$ cat src/design/cau_pkg.sv
// Shared types and constants for the complex arithmetic unit.
`timescale 1ns / 1ps

package cau_pkg;

   // Operand format: signed Q8.8.
   localparam int DATA_W = 16;
   localparam int FRAC_W = 8;

   // Exact product sums need one bit more than a product.
   localparam int SUM_W  = 2 * DATA_W + 1;
   // Magnitude of a product sum and of the divisor norm.
   localparam int MAG_W  = 2 * DATA_W;
   localparam int DEN_W  = 2 * DATA_W;
   // Quotient bits that are worked out; larger quotients saturate anyway.
   localparam int QUO_W  = DATA_W + 1;
   // Divide numerator, the magnitude shifted up by the fraction bits.
   localparam int NUM_W  = MAG_W + FRAC_W;
   // Width for the quotient range check.
   localparam int CMP_W  = DEN_W + QUO_W;
   // Pipeline depth from input register to output register.
   localparam int LATENCY = QUO_W + 4;

   // Saturation limits, as magnitudes.
   localparam logic [NUM_W-1:0] SAT_POS = (NUM_W'(1) << (DATA_W - 1)) - NUM_W'(1);
   localparam logic [NUM_W-1:0] SAT_NEG = NUM_W'(1) << (DATA_W - 1);

   typedef enum logic [1:0] {
      KIND_ADD  = 2'd0,
      KIND_MUL  = 2'd1,
      KIND_DIV  = 2'd2,
      KIND_CONJ = 2'd3
   } kind_type;

   typedef struct packed {
      kind_type                   kind;
      logic signed [DATA_W-1:0]   a_real;
      logic signed [DATA_W-1:0]   a_imag;
      logic signed [DATA_W-1:0]   b_real;
      logic signed [DATA_W-1:0]   b_imag;
   } req_type;

   typedef struct packed {
      logic signed [DATA_W-1:0]   res_real;
      logic signed [DATA_W-1:0]   res_imag;
      logic                       overflow;
      logic                       div_zero;
   } rsp_type;

   // One item in flight after the products are summed.
   typedef struct packed {
      kind_type                   kind;
      logic                       neg_re;
      logic                       neg_im;
      logic                       dz;
      logic                       big_re;
      logic                       big_im;
      logic [NUM_W-1:0]           num_re;
      logic [NUM_W-1:0]           num_im;
      logic [DEN_W-1:0]           den;
      logic [DEN_W-1:0]           rem_re;
      logic [DEN_W-1:0]           rem_im;
      logic [QUO_W-1:0]           q_re;
      logic [QUO_W-1:0]           q_im;
   } work_type;

endpackage

$ cat src/design/cau_sat.sv
// Result selection, saturation and the output register.
`timescale 1ns / 1ps

module cau_sat (
   input  logic              clock,
   input  logic              reset,
   input  logic              adv,
   input  logic              in_valid,
   input  cau_pkg::work_type in_work,
   output logic              out_valid,
   output cau_pkg::rsp_type  out_item
);
   import cau_pkg::*;

   logic             valid_ff;
   rsp_type          item_ff, item_in;
   logic [NUM_W-1:0] mag_re, mag_im, lim_re, lim_im, clip_re, clip_im;

   // Pick the magnitude per kind, then clamp it to the signed range.
   always_comb begin
      if (in_work.kind == KIND_DIV) begin
         if (in_work.dz) begin
            mag_re = '0;
            mag_im = '0;
         end else begin
            mag_re = in_work.big_re ? '1 : NUM_W'(in_work.q_re);
            mag_im = in_work.big_im ? '1 : NUM_W'(in_work.q_im);
         end
      end else begin
         mag_re = in_work.num_re;
         mag_im = in_work.num_im;
      end
      lim_re  = in_work.neg_re ? SAT_NEG : SAT_POS;
      lim_im  = in_work.neg_im ? SAT_NEG : SAT_POS;
      clip_re = (mag_re > lim_re) ? lim_re : mag_re;
      clip_im = (mag_im > lim_im) ? lim_im : mag_im;

      item_in.res_real = in_work.neg_re ? DATA_W'(-clip_re) : DATA_W'(clip_re);
      item_in.res_imag = in_work.neg_im ? DATA_W'(-clip_im) : DATA_W'(clip_im);
      item_in.overflow = (mag_re > lim_re) || (mag_im > lim_im);
      item_in.div_zero = in_work.dz;
   end

   // Output register.
   always_ff @(posedge clock) begin
      if (reset) begin
         valid_ff <= 1'b0;
      end else if (adv) begin
         valid_ff <= in_valid;
      end
      if (adv) begin
         item_ff <= item_in;
      end
   end

   assign out_valid = valid_ff;
   assign out_item  = item_ff;

endmodule

$ cat config.mk
export PLATFORM = sky130hd
export DESIGN_NAME = cau_sat
export DESIGN_NICKNAME = d
export VERILOG_FILES = /design/src/design/cau_pkg.sv /design/src/design/cau_sat.sv
export SDC_FILE = /design/constraint.sdc
export NUM_CORES = 1
export LEC_CHECK = 0
export ABC_CLOCK_PERIOD_IN_PS = 14400
export BUFFER_PORTS_ARGS = -buffer_cell sky130_fd_sc_hd__buf_2
export CAP_MARGIN = 5
export CORE_AREA = 2 2 99 101
export CTS_BUF_LIST = sky130_fd_sc_hd__clkbuf_4
export DETAILED_ROUTE_END_ITERATION = 12
export DIE_AREA = 0 0 101 103
export PLACE_DENSITY = 0.79
export SYNTH_ARGS = -nofsm -noshare
export SYNTH_HDL_FRONTEND = slang
export SYNTH_SLANG_ARGS = --single-unit
$ cat constraint.sdc
create_clock -name clock -period 14.4 [get_ports clock]
set_input_delay 2.16 -clock clock [delete_from_list [all_inputs] [get_ports clock]]
set_output_delay 2.16 -clock clock [all_outputs]
set_load 0.02 [all_outputs]
=== Yosys cells after proc, flatten, opt, wreduce, memory -nomap -nowiden ===
Cells that the tools add are included.
W data, S select, Z words.

* Register bits: 35
* Input port bits: 221
* Output and inout bits: 35

* Add/sub/neg operators: 2
* Magnitude comparators: 2
* Eq/ne operators: 1
* Mux-type cells: 12
* Reductions and logical operators: 1

{| class="wikitable"
|+ Operators by type and width
! cell !! count
|-
| $mux W40 || 6
|-
| $mux W16 || 6
|-
| $gt A40 B16 Y1 || 2
|-
| $neg A16 Y16 || 2
|-
| $eq A2 B2 Y1 const B || 1
|-
| $logic_or A1 B1 Y1 || 1
|}

=== Depth between registers and ports, before layout ===
Gate-level depths: netlist of run 1.

* Depth in word-level cells: 7
* Gate-level depth with buffers: 22
* Mapped depth without buffers: 18

=== Least setup slack after synthesis of run 1 ===
No wires, ideal clock.

* Path type: input port to flip-flop
* Start: input in_work[215] (netlist name)
* End: register item_ff (netlist bit out_item[24]), data pin
* Setup time: 0.272 ns
* Data arrival time: 6.163 ns
* Data required time: 14.128 ns
* Path slack: 7.964 ns
* Cell stages on the path: 21
* Path buffers: 4
* Cell sequence: nand2b_1 -> clkbuf_1 -> clkbuf_1 -> clkbuf_1 -> nor3_1 -> a21oi_1 -> inv_1 -> ha_1 -> nand4_1 -> or4_1 -> or3_1 -> a211oi_2 -> buf_4 -> nor2_1 -> a21o_1 -> ha_1 -> inv_1 -> nand2_1 -> nor2b_1 -> o21a_1 -> a31oi_1

{| class="wikitable"
|+ RTL lines
! element !! line !! text
|-
| start: declaration || cau_sat.sv:9 || <nowiki>input cau_pkg::work_type in_work,</nowiki>
|-
| end signal: assignment || cau_sat.sv:52 || <nowiki>item_ff <= item_in;</nowiki>
|-
| end: declaration || cau_sat.sv:16 || <nowiki>rsp_type item_ff, item_in;</nowiki>
|}

==> results.cfg, run 1 <==
[yosys]
yosys_most_used_dff = edfxtp_1
synth_fa_ha_area_share_pct = 11.2
synth-edff-count = 34
yosysTopAreaCellShare_pct = 26.8
yosysUniqueCellTypes = 54
synth_top_area_cell = edfxtp_1
synth_compound_area_share_pct = 26.0
yosysMostFrequentCell = a21oi_1
synth-simple-area-share_pct = 23.7
synth_area_per_cell_um2 = 7.79
ys_ff_latch = 35
synth_async_sr_flop_share_pct = 0
synth_common_cells = a21oi_1 (57), nor2_1 (54), nand2_1 (43), edfxtp_1 (34), ha_1 (34)
synth_cells = 490
synth_xor_xnor_area_share_pct = 1.15
synth_fp_nets = 745
synth_top_family_by_area = compound AO/OA/AOI/OAI gates
yosys_warnings = 0
ys_seq_area_share_pct = 27.3
synth_area_mm2 = 0.00381
synthMuxAreaShare_pct = 5.35
synthTopCellsByArea = edfxtp_1 (27%), ha_1 (11%), a21oi_1 (7.5%)

[drt]
drt-vias-per-instance = 5.80
vias = 4313
drtIter0Drc = 297
postRouteWirelength_um = 11700
dr.pass1.iters = 5
drc = 0
ant_nets = 0
wire_per_inst_um = 15.7

[clocking]
cts-root-buf = clkbuf_4
ctsResizeCount = 0
clkLatencyLatePin_ps = 320
clock-sinks = 35
numCtsBuffers = 5
cts_hold_buf = 0
cts_buffer_depth = 2
post-cts-setup-buffers = 0
cts_tree = done
h-tree-depth = 2
clkTransAtPathRegs_ps = 90

[die]
dieWidth_um = 101
fp.dieH_um = 103
die_area_mm2 = 0.0104
ios = 256
rows = 36
start_util_pct = 40.3
fp.coreArea_mm2 = 0.00946

[flow_run]
drv_cap = 0

[power_and_ir_drop]
power_leakage_uw = 0.00214
power_density_mw_per_mm2 = 65.1
power.total_uw = 307
ir_drop_mv = 0.0282

[global_routing]
grt_use_total_pct = 22.0
grt_start_max_net_pins = 56
overflow = 0
grt_first_pass_wirelength_um = 18200
antenna_found_initial = 0
first_global_vias = 3728

[worst_setup_path]
criticalPathCategory = input pin to register
r2r_slack_ps = 13800
cp_top_family = simple AND/OR/NAND/NOR gates
r2r_start = out_valid
startpoint_type = input pin
critPathMaxFanout = 55
required_ps = 14440
setup.worst_path.end_class = register
crit_start = in_work[215]
crit_path_max_incr_delay_ps = 1020
cp_num_cells = 17
reg2reg_depth = 2
path_buf_inv = 3
cp_common_cell = ha_1
cp_cell_sequence = buf_2, nand2b_2, o31ai_1, ha_1, nand4_1, or4_1, or3_1, a211oi_4, buf_4, nor2_1, a21o_1, ha_1, inv_1, nand2_1, nor2b_1, o21a_1, a31oi_1
cpMaxStageDelayCell = o31ai_1
cp.arrival_ps = 7080

[hold_path]
min_path_cells = 2
hp-start = out_valid
hp-class = register to register

[sta]
setup_viol = 0
slew_viol_final = 0
rsz0062_at_grt = no
finalClockSkew_ps = 0
period_share_pct = 48.9
max_freq_ghz = 0.142
worstMarginPinSlew_ps = 1030
fin_crit_ps = 7040
finalSetupTns_ps = 0
hold_violations = 0
relSlewSlack_pct = 31.1

[placement]
place_inst = 737
io_buffers = 159
place_congestion = 0.912
dp_hpwl_um = 9290

[finish]
synthToLayoutAreaGrowth_pct = 23.6
nNetsFinal = 885
stdcell_count = 744
diodes = 0
final_layout_size_suffix_gt1_share_pct = 28.9

[status]
status = completed
sequential cells by signal, indices dropped and copies added (netlist names):
register	flops
out_valid	1
out_item	34
tightest hold or removal path, delay by kind of cell (launching register included):
kind | cells | cell delay [ps]
DFF | 1 | 340
and+or+nand+nor | 1 | 80
muxes | 1 | 70
routing by layer:
layer	GRT usage (%)	routed length (um)	share of wire, %
met4	4.99	114	0.97
met1	33.4	5470	47
met2	34.5	5190	44
met5	0	0	0
met3	1.08	935	8.0
worst paths after layout:
kind                  end
min reg2reg     out_valid
min             out_valid
max          out_item[24]
max reg2reg     out_valid
cell usage in the layout, fill, tap and decap left out, drive strengths merged, types with 3 or more instances in the layout:
master	netlist	final
o21a	7	7
buf	10	162
edfxtp	34	34
nand4	12	12
o22ai	10	10
nor2	54	54
o21ba	3	3
inv	23	23
o211ai	4	4
nand2	43	43
nand3	12	12
a31oi	4	4
or3	5	5
o21ai	23	23
mux2	3	3
o31ai	12	12
nor3	32	32
clkbuf	19	5
o211a	3	3
nor4	13	13
mux2i	17	17
ha	34	34
a21oi	57	57
a21o	10	10
nand2b	4	4
o31a	5	5
xnor2	4	4
nor2b	6	6
kinds of logic after synthesis:
family	Yosys count
xor gates and xnor gates	5
buffers and inverters	52
muxes	20
AOI/OAI and AO/OA	154
DFF	35
adders and majority gates	34
and+or+nand+nor	190
area by class of cell:
type	instances	area (um2)
repair buffers	162	818
flip-flops and latches	35	1040
clock inverters	2	8.76
multi-input cells	403	2580
well taps	114	143
inverters	23	86.3
fillers	933	4740
clock buffers	5	37.5
report_power, final:
| group | leakage, uW | internal [uW] | switching [uW] | total [uW] |
|---|---|---|---|---|
| Sequential | 0.000344 | 123 | 2.24 | 126 |
| Clock | 0.0000285 | 17.3 | 29.1 | 46.3 |
| Combinational | 0.00177 | 51.9 | 83.0 | 135 |
through the flow:
stage / area [um2] / utilization, % / hold slack (ps) / setup WS (ps)
2_1_floorplan: 3810 / - / 579 / 7960
3_3_place_gp: 4670 / 49.4 / 474 / 7270
3_5_place_dp: 4670 / 49.4 / 491 / 7090
4_1_cts: 4720 / 49.9 / 522 / 7460
5_1_grt: 4720 / 49.9 / 568 / 7130
6_report: 4720 / 49.9 / 519 / 7360
(Power assumes the default switching activity.)
==> run 2, diff against run 1 <==
==> config.mk (replaced) <==
export PLATFORM = sky130hd
export DESIGN_NAME = cau_sat
export DESIGN_NICKNAME = d
export VERILOG_FILES = /design/src/design/cau_pkg.sv /design/src/design/cau_sat.sv
export SDC_FILE = /design/constraint.sdc
export NUM_CORES = 1
export LEC_CHECK = 0
export ABC_CLOCK_PERIOD_IN_PS = 6210
export BUFFER_PORTS_ARGS = -buffer_cell sky130_fd_sc_hd__buf_2
export CAP_MARGIN = 5
export CORE_MARGIN = 2
export CORE_UTILIZATION = 40
export CTS_BUF_LIST = sky130_fd_sc_hd__clkbuf_4
export DETAILED_ROUTE_END_ITERATION = 12
export PLACE_DENSITY = 0.8
export SYNTH_ARGS = -nofsm -noshare
export SYNTH_HDL_FRONTEND = slang
export SYNTH_SLANG_ARGS = --single-unit
==> constraint.sdc (replaced) <==
create_clock -name clock -period 6.21 [get_ports clock]
set_input_delay 0.9315 -clock clock [delete_from_list [all_inputs] [get_ports clock]]
set_output_delay 0.9315 -clock clock [all_outputs]
set_load 0.02 [all_outputs]
==> results.cfg, run 2 (same netlist as run 1, synthesis figures left out) <==
[finish]
final_cell_mix = buf_2 (159), a21oi_1 (57), nor2_1 (54)
final_layout_size_suffix_gt1_share_pct = 29.9
synthToLayoutAreaGrowth_pct = 26.6
n_fill_cell = 914
final_common_cell = buf_2
largest_register_ff_count = 34
nNetsFinal = 892

[drt]
dr.pass1.iters = 5
postRouteWirelength_um = 12400
drc = 0
drt-vias-per-instance = 5.65
drtIter0Drc = 303
wire_per_inst_um = 16.1
ant_nets = 0
vias = 4346

[worst_setup_path]
reg2reg_depth = 2
setup.worst_path.end_class = register
required_ps = 6290
r2r_end = out_valid
cp.arrival_ps = 5240
r2r_slack_ps = 5620
startpoint_type = input pin
r2r_start = out_valid
criticalPathCategory = input pin to register
critPathMaxFanout = 38

[hold_path]
hold_end = out_valid
hp-start = out_valid
min_path_cells = 2
hp-class = register to register

[clocking]
clkTransAtPathRegs_ps = 120
numCtsBuffers = 5
clock-sinks = 35
cts_hold_buf = 0
cts_tree = done
post-cts-setup-buffers = 0
ctsResizeCount = 0
cts-root-buf = clkbuf_4
h-tree-depth = 2
clkLatencyLatePin_ps = 340
cts_buffer_depth = 2

[global_routing]
antenna_found_initial = 1
grt_first_pass_wirelength_um = 19400
grt_use_total_pct = 23.8
first_global_vias = 3947
grt_start_max_net_pins = 43
overflow = 0

[power_and_ir_drop]
ir_drop_mv = 0.0948
power.total_uw = 775
power_leakage_uw = 0.00219
power_density_mw_per_mm2 = 161

[die]
rows = 35
fp.coreArea_mm2 = 0.00924
fp.dieH_um = 102
die_area_mm2 = 0.0103
ios = 256
dieWidth_um = 102
start_util_pct = 41.3

[sta]
fin_crit_ps = 5170
setup_viol = 0
slew_viol_final = 0
rsz0062_at_grt = no
period_share_pct = 83.2
max_freq_ghz = 0.193
finalSetupTns_ps = 0
finalClockSkew_ps = 0
whs_ps = 510
worstMarginPinSlew_ps = 906
hold_violations = 0
relSlewSlack_pct = 39.1

[placement]
io_buffers = 159
place_congestion = 0.930
dp_hpwl_um = 9850

[flow_run]
drv_cap = 0

[status]
status = completed
-- run 2: area by class of cell --
class / count / area (um2) / area share, %
tap: 129 / 161 / 3.34
sequential: 35 / 1040 / 21.6
inverter: 23 / 86.3 / 1.79
multi-input combinational: 403 / 2580 / 53.5
clock inverter: 3 / 43.8 / 0.907
timing repair buffer: 169 / 871 / 18.0
antenna: 2 / 5.00 / 0.104
clock buffer: 5 / 37.5 / 0.777
-- run 2: how the worst max path moves through the flow --
stage / slack (ps) / endpoint / cells after the start / start
after CTS: 1140 / out_item[24] / 18 / in_work[215]
after detailed placement: 780 / out_item[24] / 18 / in_work[215]
after global routing: 710 / out_item[24] / 18 / in_work[215]
after floorplan: 1000 / out_item[24] / 21 / in_work[215]
after global placement: 900 / out_item[24] / 17 / in_work[215]
final: 1040 / out_item[24] / 18 / in_work[215]
-- run 2: critical path, stage by stage --
cell,delay [ps]
buf_2,100
nand2b_2,590
nor3_1,130
a21oi_1,440
inv_1,120
ha_1,320
nand4_1,110
or4_1,540
or3_1,420
a211oi_4,410
nor2_1,110
a21o_1,170
ha_1,250
inv_1,90
nand2_1,140
nor2b_1,170
o21a_1,120
a31oi_1,40
-- run 2: layer usage --
metal	track usage, %	routed length [um]
met5	0	0
met4	5.30	112
met3	4.14	1180
met2	37.2	5450
met1	34.3	5640
-- run 2: power breakdown --
part / leakage (uW) / switching (uW) / internal, uW
clock: 0.0000452 / 80.7 / 84.7
combinational: 0.00181 / 195 / 124
sequential: 0.000344 / 5.07 / 286
-- run 2: metrics by stage --
step	area (um2)	std cells	util, %	worst slack (ps)
after floorplan	3810	490	-	1000
after CTS	4820	767	52.2	1140
final	4830	769	52.3	1040
after global placement	4740	759	51.3	901
after global routing	4830	768	52.2	706
after detailed placement	4740	759	51.3	778
==> run 3, diff against run 2 <==
==> config.mk (replaced) <==
export PLATFORM = sky130hd
export DESIGN_NAME = cau_sat
export DESIGN_NICKNAME = d
export VERILOG_FILES = /design/src/design/cau_pkg.sv /design/src/design/cau_sat.sv
export SDC_FILE = /design/constraint.sdc
export NUM_CORES = 1
export LEC_CHECK = 0
export ABC_CLOCK_PERIOD_IN_PS = 5300
export BUFFER_PORTS_ARGS = -buffer_cell sky130_fd_sc_hd__buf_2
export CAP_MARGIN = 5
export CORE_AREA = 2 2 99 101
export CTS_BUF_LIST = sky130_fd_sc_hd__clkbuf_4
export DETAILED_ROUTE_END_ITERATION = 12
export DIE_AREA = 0 0 101 103
export PLACE_DENSITY = 0.79
export SYNTH_ARGS = -nofsm -noshare
export SYNTH_HDL_FRONTEND = slang
export SYNTH_SLANG_ARGS = --single-unit
==> constraint.sdc (replaced) <==
create_clock -name clock -period 5.3 [get_ports clock]
set_input_delay 0.795 -clock clock [delete_from_list [all_inputs] [get_ports clock]]
set_output_delay 0.795 -clock clock [all_outputs]
set_load 0.02 [all_outputs]
==> results.cfg, run 3 (same netlist as run 1, synthesis figures left out) <==
[status]
status = completed

[worst_setup_path]
r2r_start = out_valid
critPathMaxFanout = 9
setup.worst_path.end_class = register
cp_cell_sequence = buf_2, nor2b_2, mux2i_1, inv_1, ha_1, nand2_1, o21bai_1, a21oi_1, or4b_2, a211oi_4, buf_4, a21o_1, ha_1, inv_1, nand2_1, nor2_1, o21a_1, nor2_1
r2r_end = out_valid
criticalPathCategory = input pin to register
critPathCapture = out_item[20]
cp_top_family = simple AND/OR/NAND/NOR gates
reg2reg_depth = 2
cp.arrival_ps = 4820
path_buf_inv = 4
required_ps = 5490
cpMaxStageDelayCell = or4b_2
r2r_slack_ps = 4720
crit_path_max_incr_delay_ps = 650
startpoint_type = input pin
cp_num_cells = 18
crit_start = in_work[216]

[finish]
synthToLayoutAreaGrowth_pct = 28.8
nNetsFinal = 907
n_fill_cell = 945
final_layout_size_suffix_gt1_share_pct = 31.4
diodes = 0
largest_register_ff_count = 34
final_cell_mix = buf_2 (159), a21oi_1 (57), nor2_1 (54)
fin_area_mm2 = 0.00491
final_common_cell = buf_2

[global_routing]
grt_start_max_net_pins = 41
grt_first_pass_wirelength_um = 19300
antenna_found_initial = 0
first_global_vias = 3964
grt_use_total_pct = 23.2
overflow = 0

[die]
start_util_pct = 40.3
rows = 36
ios = 256
dieWidth_um = 101
fp.coreArea_mm2 = 0.00946
die_area_mm2 = 0.0104
fp.dieH_um = 103

[clocking]
cts_tree = done
post-cts-setup-buffers = 0
numCtsBuffers = 5
h-tree-depth = 2
cts_hold_buf = 0
clock-sinks = 35
cts-root-buf = clkbuf_4
clkLatencyLatePin_ps = 330
cts_buffer_depth = 2
ctsResizeCount = 0
clkTransAtPathRegs_ps = 100

[sta]
rsz0062_at_grt = no
hold_violations = 0
max_freq_ghz = 0.216
slew_viol_final = 0
finalSetupTns_ps = 0
finalClockSkew_ps = 0
period_share_pct = 87.4
setup_viol = 0
worstMarginPinSlew_ps = 725
fin_crit_ps = 4630
relSlewSlack_pct = 51.6

[drt]
drt-vias-per-instance = 5.73
dr.pass1.iters = 7
vias = 4395
drtIter0Drc = 329
ant_nets = 0
drc = 0
postRouteWirelength_um = 12100
wire_per_inst_um = 15.8

[hold_path]
hp-start = out_valid
hp-class = register to register

[power_and_ir_drop]
power.total_uw = 908
power_density_mw_per_mm2 = 185
power_leakage_uw = 0.00226
ir_drop_mv = 0.131

[placement]
io_buffers = 159
place_area_mm2 = 0.00484
place_congestion = 0.908
dp_hpwl_um = 9870

[flow_run]
drv_cap = 0
-- run 3: cell count changes in the layout (fill, tap and decap cells not counted) --
cell,change
clkinv_1,+1
diode_2,-2
clkinv_4,-1
buf_4,+15
-- run 3: final cells by class --
cell class / count / area (um2) / share of cell area (%)
repair buffers: 184 / 983 / 20.0
multi-input cells: 403 / 2580 / 52.6
well taps: 114 / 143 / 2.90
inverters: 23 / 86.3 / 1.76
clock buffers: 5 / 37.5 / 0.764
clock inverters: 3 / 38.8 / 0.790
flip-flops and latches: 35 / 1040 / 21.2
-- run 3: where the power goes --
part / total (uW) / switching [uW] / leakage, uW / internal, uW
Sequential: 341 / 5.98 / 0.000344 / 335
Combinational: 385 / 231 / 0.00188 / 155
Clock: 181 / 84.0 / 0.0000426 / 97.0
-- run 3: worst min-delay path by stage --
stage	endpoint	depth (start not counted)
6_report	out_valid	2
4_1_cts	out_valid	2
2_1_floorplan	out_valid	2
3_3_place_gp	out_valid	2
3_5_place_dp	out_valid	2
5_1_grt	out_valid	2
-- run 3: worst register-to-register path: stages, from the launching register on --
cell and delay (ps):
dfxtp_1 320, mux2i_1 120, nor2_1 50
-- run 3: layer usage --
layer	up-vias	GRT usage, %	share of wire (%)
met5	-	0	0
li1	2164	-	-
met2	224	37.6	45
met4	0	5.20	0.96
met3	14	1.90	8.1
met1	1993	33.9	46
-- run 3: metrics by stage --
| stage | hold slack, ps | cells | setup WS [ps] | utilization (%) |
|---|---|---|---|---|
| 2_1_floorplan | 579 | 490 | 229 | - |
| 3_3_place_gp | 474 | 759 | 401 | 51.1 |
| 3_5_place_dp | 482 | 759 | 333 | 51.1 |
| 4_1_cts | 506 | 767 | 674 | 51.9 |
| 5_1_grt | 561 | 767 | 244 | 51.9 |
| 6_report | 501 | 767 | 665 | 51.9 |
